==> config.mk <==
export PLATFORM = sky130hd
export DESIGN_NAME = mpsm_ctrl
export DESIGN_NICKNAME = d
export VERILOG_FILES = /design/src/sv/mpsm_pkg.sv /design/src/sv/mpsm_ctrl.sv
export SDC_FILE = /design/constraint.sdc
export NUM_CORES = 1
export LEC_CHECK = 0
export BUFFER_PORTS_ARGS = -buffer_cell sky130_fd_sc_hd__buf_2
export CAP_MARGIN = 15
export CORE_ASPECT_RATIO = 0.75
export CORE_UTILIZATION = 45
export CTS_BUF_LIST = sky130_fd_sc_hd__clkbuf_4
export CTS_CLUSTER_SIZE = 20
export DETAILED_ROUTE_END_ITERATION = 10
export GPL_TIMING_DRIVEN = 0
export PLACE_DENSITY = 0.75
export SLEW_MARGIN = 20
export SYNTH_ARGS = -nofsm -noshare
export SYNTH_HDL_FRONTEND = slang
export SYNTH_SLANG_ARGS = --single-unit
==> constraint.sdc <==
create_clock -name clock -period 2.7 [get_ports clock]
set_input_delay 0.405 -clock clock [delete_from_list [all_inputs] [get_ports clock]]
set_output_delay 0.405 -clock clock [all_outputs]
set_load 0.01 [all_outputs]
==> src/sv/mpsm_pkg.sv <==
`default_nettype none
// ----------------------------------------------------------------------------
// mpsm_pkg
// Shared constants, types and helpers of the multi-pattern string matcher.
// ----------------------------------------------------------------------------
package mpsm_pkg;

   // trie geometry
   localparam int MAX_NODES   = 4096;
   localparam int ALPHABET    = 26;
   localparam int NODE_W      = $clog2(MAX_NODES);
   localparam int LETTER_W    = 5;
   localparam int CHILD_DEPTH = MAX_NODES * ALPHABET;
   localparam int CHILD_AW    = $clog2(CHILD_DEPTH);
   localparam int COUNT_W     = 16;

   // item kinds
   localparam logic [1:0] KIND_PATTERN = 2'd0;
   localparam logic [1:0] KIND_BUILD   = 2'd1;
   localparam logic [1:0] KIND_TEXT    = 2'd2;

   // controller states
   typedef enum logic [4:0] {
      ST_CLEAR,
      ST_IDLE,
      ST_I_READ,
      ST_I_CHECK,
      ST_I_CREAD,
      ST_I_CINC,
      ST_I_FIN,
      ST_B_INIT,
      ST_B_READ,
      ST_B_CHECK,
      ST_B_WREAD,
      ST_B_WCHECK,
      ST_B_WFAIL,
      ST_B_NEXT,
      ST_B_POP,
      ST_T_READ,
      ST_T_CHECK,
      ST_T_FAIL,
      ST_T_SUF,
      ST_T_ACC,
      ST_T_END
   } ctl_state_type;

   // datapath commands
   typedef enum logic [4:0] {
      CMD_NONE,
      CMD_CLEAR,
      CMD_ACCEPT,
      CMD_I_READ,
      CMD_I_CHECK,
      CMD_I_CREAD,
      CMD_I_CINC,
      CMD_I_FIN,
      CMD_B_INIT,
      CMD_B_READ,
      CMD_B_CHECK,
      CMD_B_WREAD,
      CMD_B_WCHECK,
      CMD_B_WFAIL,
      CMD_B_NEXT,
      CMD_B_POP,
      CMD_T_READ,
      CMD_T_CHECK,
      CMD_T_FAIL,
      CMD_T_SUF,
      CMD_T_ACC,
      CMD_T_END
   } cmd_type;

   // datapath status back to the controller
   typedef struct packed {
      logic clr_done;
      logic ins_skip;
      logic child_zero;
      logic node_full;
      logic last;
      logic letter_end;
      logic root_phase;
      logic queue_empty;
      logic walk_root;
      logic pos_root;
      logic letter_bad;
      logic suf_done;
   } status_type;

   // flat address of a child slot
   function automatic logic [CHILD_AW-1:0] child_addr(input logic [NODE_W-1:0] node,
                                                      input logic [LETTER_W-1:0] c);
      return CHILD_AW'(node) * CHILD_AW'(ALPHABET) + CHILD_AW'(c);
   endfunction

endpackage
`default_nettype wire

==> src/sv/mpsm_ctrl.sv <==
`default_nettype none
// ----------------------------------------------------------------------------
// mpsm_ctrl
// Sequencer: steps insert, build and text walks and issues datapath commands.
// ----------------------------------------------------------------------------
module mpsm_ctrl
   import mpsm_pkg::*;
(
   input  wire logic       clock,
   input  wire logic       reset,
   input  wire logic       start,
   input  wire logic [1:0] kind,
   input  wire status_type status,
   output cmd_type         cmd,
   output logic            busy
);

   ctl_state_type state_ff, state_in;

   // state register
   always_ff @(posedge clock) begin
      if (reset) begin
         state_ff <= ST_CLEAR;
      end else begin
         state_ff <= state_in;
      end
   end

   // next state and commands
   always_comb begin
      state_in = state_ff;
      cmd      = CMD_NONE;
      busy     = 1'b1;
      case (state_ff)
         ST_CLEAR: begin
            cmd = CMD_CLEAR;
            if (status.clr_done) state_in = ST_IDLE;
         end
         ST_IDLE: begin
            busy = 1'b0;
            if (start) begin
               cmd = CMD_ACCEPT;
               case (kind)
                  KIND_PATTERN: state_in = ST_I_READ;
                  KIND_BUILD:   state_in = ST_B_INIT;
                  KIND_TEXT:    state_in = ST_T_READ;
                  default:      state_in = ST_IDLE;
               endcase
            end
         end
         ST_I_READ: begin
            cmd      = CMD_I_READ;
            state_in = status.ins_skip ? ST_I_FIN : ST_I_CHECK;
         end
         ST_I_CHECK: begin
            cmd = CMD_I_CHECK;
            if (status.child_zero && status.node_full) state_in = ST_I_FIN;
            else if (status.last)                      state_in = ST_I_CREAD;
            else                                       state_in = ST_I_FIN;
         end
         ST_I_CREAD: begin
            cmd      = CMD_I_CREAD;
            state_in = ST_I_CINC;
         end
         ST_I_CINC: begin
            cmd      = CMD_I_CINC;
            state_in = ST_I_FIN;
         end
         ST_I_FIN: begin
            cmd      = CMD_I_FIN;
            state_in = ST_IDLE;
         end
         ST_B_INIT: begin
            cmd      = CMD_B_INIT;
            state_in = ST_B_READ;
         end
         ST_B_READ: begin
            cmd      = CMD_B_READ;
            state_in = ST_B_CHECK;
         end
         ST_B_CHECK: begin
            cmd = CMD_B_CHECK;
            if (status.child_zero || status.root_phase) begin
               state_in = status.letter_end ? ST_B_NEXT : ST_B_READ;
            end else begin
               state_in = ST_B_WREAD;
            end
         end
         ST_B_WREAD: begin
            cmd      = CMD_B_WREAD;
            state_in = ST_B_WCHECK;
         end
         ST_B_WCHECK: begin
            cmd = CMD_B_WCHECK;
            if (!status.child_zero || status.walk_root) begin
               state_in = status.letter_end ? ST_B_NEXT : ST_B_READ;
            end else begin
               state_in = ST_B_WFAIL;
            end
         end
         ST_B_WFAIL: begin
            cmd      = CMD_B_WFAIL;
            state_in = ST_B_WREAD;
         end
         ST_B_NEXT: begin
            cmd      = CMD_B_NEXT;
            state_in = status.queue_empty ? ST_IDLE : ST_B_POP;
         end
         ST_B_POP: begin
            cmd      = CMD_B_POP;
            state_in = ST_B_READ;
         end
         ST_T_READ: begin
            cmd      = CMD_T_READ;
            state_in = status.letter_bad ? ST_T_END : ST_T_CHECK;
         end
         ST_T_CHECK: begin
            cmd      = CMD_T_CHECK;
            state_in = (!status.child_zero || status.pos_root) ? ST_T_SUF : ST_T_FAIL;
         end
         ST_T_FAIL: begin
            cmd      = CMD_T_FAIL;
            state_in = ST_T_READ;
         end
         ST_T_SUF: begin
            cmd      = CMD_T_SUF;
            state_in = status.suf_done ? ST_T_END : ST_T_ACC;
         end
         ST_T_ACC: begin
            cmd      = CMD_T_ACC;
            state_in = ST_T_SUF;
         end
         ST_T_END: begin
            cmd      = CMD_T_END;
            state_in = ST_IDLE;
         end
         default: begin
            state_in = ST_IDLE;
         end
      endcase
   end

endmodule
`default_nettype wire

==> summary.txt <==
Critical path
  – R2R cell count: 5
  – Crit Path Category: register to primary output
  – Worst Path Max Fanout: 10
  – WP data required: roughly 2300 ps
  – Startpoint types: register
  – Critical Path AT: between 1500 and 2000 ps
  – Crit end category: primary output

Power and ir drop
  – Worst vdd ir: approximately 0.31 mV
  – Leakage power: roughly 0.42 nW
  – Pwr dens: about 270 nW/um^2

Logic synthesis
  – Synth Warn #: 0
  – Mapped Cells: around 120
  – Sequential fraction of the synthesis area: 12.5%
  – Synth top area cells: dfxtp_1 13%, a21oi_1 6.9%, o21ai_0 6.3%, nor2_1 5.2%, ha_1 4.7%
  – Most frequent cells after synthesis: 11 x a21oi_1, 11 x nor2_1, 10 x o21ai_0
  – Mapped cell area: between 700 and 800 um^2
  – Yosys cell types: 42
  – Top_reg_cell synth: dfxtp_1
  – Syn Nets: about 140
  – Avg Cell Area, Syn: roughly 6.8 um^2
  – Yosys top cell by area: dfxtp_1
  – Number of synthesized flops with an enable pin: 0
  – Synthesis-stage register bit count: 5
  – Async set or reset register ratio after synthesis: 0%
  – Yosys top cell area share: about 13%

Global route
  – Antenna violations before repair: 0
  – Largest net degree at the start of global routing: 11
  – Global Route Usage Sum: between 20% and 30%
  – Vias in the first global route: roughly 920
  – Gr ovfl total: 0
  – First-pass GRT wire length: between 3000 and 4000 um

Detailed routing
  – Vias/cell: roughly 6
  – Starting DRT DRC Count: 53
  – Wire length per cell: approximately 15 um
  – Final wirelength: approximately 2400 um
  – Router iterations before antenna repair: 4
  – Vias: 1000
  – DRC viols: 0
  – Final ANT Viol Nets: 0

Layout
  – Nets: ~160
  – Layout Area Growth over Synthesis: 20.8%
  – Share of cells above drive strength 1: between 20% and 30%
  – # diodes: 0
  – Reg with most FFs: state_ff
  – Register area: between 100 and 150 um^2
  – Max reg flops: 5
  – Top Registers: state_ff x5
  – Area of the multi-input gates: just over 600 um^2
  – Fillers: 159

STA
  – Setup violators final: 0
  – Fin. Hold Viols: 0
  – F_max: 0.501 GHz
  – Final worst slack: 702 ps
  – Worst Tran Pin Value: between 400 and 500 ps
  – Setup TNS: 0 ps
  – Period utilisation layout: around three quarters
  – Rel. slew slack: approximately 70%
  – Unrepaired setup endpoints after global routing: false
  – Final min period: approximately 2000 ps
  – Max-slew violation count: 0
  – Max Clock Skew: a little under 4 ps

Placement
  – Hpwl dp: roughly 1800 um
  – IO buf count: 22
  – Worst slack, placed: 998 ps
  – RD Place Congestion: 0.902

Run
  – Max Cap Violations: 0

Floorplan
  – Initial Utilization: 51.2%
  – Full die area: ~2000 um^2
  – IO Pins: 23
  – # rows: 12
  – Die Height: ~39 um
  – DIE WIDTH: between 50 and 60 um
  – Core Area: between 1500 and 2000 um^2

Clock tree
  – Post-CTS resize count: 0
  – Clk pin slew, worst setup/hold paths: 40 ps
  – CTS sink cnt: 5
  – H-tree level count: 1
  – Hold_buf cts: 0
  – Worst-skew pair later-pin latency: about 240 ps
  – CTS tree: built
  – Clk buf depth: 2
  – Postcts setup bufs: 0
  – Root Buffer: clkbuf_4
  – TritonCTS buffer count: 3

Min path
  – Hold depth: 2
  – Worst min path class: input port to register

Run status
  – Status: completed
-- power by group --
part	total, mW	switching, mW	internal (mW)
combinational	0.0873	0.0483	0.0390
clock	0.0970	0.0311	0.0659
sequential	0.0795	0.00320	0.0763
total	0.264	0.0826	0.181
-- layout make-up --
type / count / share of cell area (%)
multi-input cells: 95 / 62.6
repair buffers: 22 / 11.4
flip-flops and latches: 5 / 10.4
plain buffers: 10 / 7.12
clock buffers: 4 / 3.11
inverters: 7 / 2.72
well taps: 21 / 2.72
-- metal layers --
| metal | vias to the layer above | GRT usage, % | wire, um |
|---|---|---|---|
| met3 | 5 | 8.33 | 258 |
| li1 | 478 | - | - |
| met2 | 61 | 46.7 | 1060 |
| met4 | 0 | 5.56 | 19 |
| met1 | 456 | 36.2 | 1070 |
| met5 | - | 0 | 0 |
-- worst max-delay path, stage by stage, from the launching register on --
cell and delay (ps):
dfxtp_1 390, clkbuf_1 390, o21ai_0 160, a21oi_1 180
a21oi_1 80, buf_2 140
-- path summary, 6_finish.rpt --
kind | start | endpoint | slack (ps)
min reg2reg | state_ff[4]$_SDFFE_PP0P_ | state_ff[4]$_SDFFE_PP0P_ | 720
min | reset | state_ff[4]$_SDFFE_PP0P_ | 360
max | state_ff[4]$_SDFFE_PP0P_ | cmd[2] | 700
max reg2reg | state_ff[0]$_SDFFE_PP0P_ | state_ff[2]$_SDFFE_PP0P_ | 1160
-- through the flow --
stage | cells | util (%) | power, mW | hold slack [ps] | instance area (um^2)
detailed placement | 160 | 59.9 | 0.167 | 601 | 936
CTS | 164 | 61.9 | 0.266 | 343 | 966
floorplan | 117 | - | 0.134 | 474 | 800
global placement | 160 | 59.9 | 0.165 | 596 | 936
finish | 164 | 61.9 | 0.264 | 364 | 966
global route | 164 | 61.9 | 0.282 | 339 | 966
-- logic make-up (layout without fill, tap and decap cells) --
| group | count (synthesis) | after routing | share of synthesized area [%] |
|---|---|---|---|
| AO/OA/AOI/OAI | 41 | 41 | 34.6 |
| AND/OR/NAND/NOR | 51 | 51 | 36.3 |
| flip-flops | 5 | 5 | 12.5 |
| buffers and inverters | 17 | 43 | 11.9 |
| adder cells (fa/ha/maj) | 3 | 3 | 4.70 |
-- layout by cell type, fill, tap and decap left out, types with 2 or more instances in the layout --
cell      Yosys  layout
nand3_1       3       3
nor2b_1       4       4
o21ai_0      10      10
nand2b_1      5       5
nor2_1       11      11
and3_1        2       2
buf_2         4      26
a21oi_1      11      11
a21o_1        4       4
a31oi_1       5       5
nand4b_1      2       2
clkbuf_4      0       4
nand4_1       2       2
nand2_1       7       7
nor3_1        2       2
inv_1         7       7
dfxtp_1       5       5
buf_6         2       2
ha_1          3       3
buf_4         3       3
or3_1         2       2
o21bai_1      2       2
No activity file was read; power rests on OpenSTA's default activity.
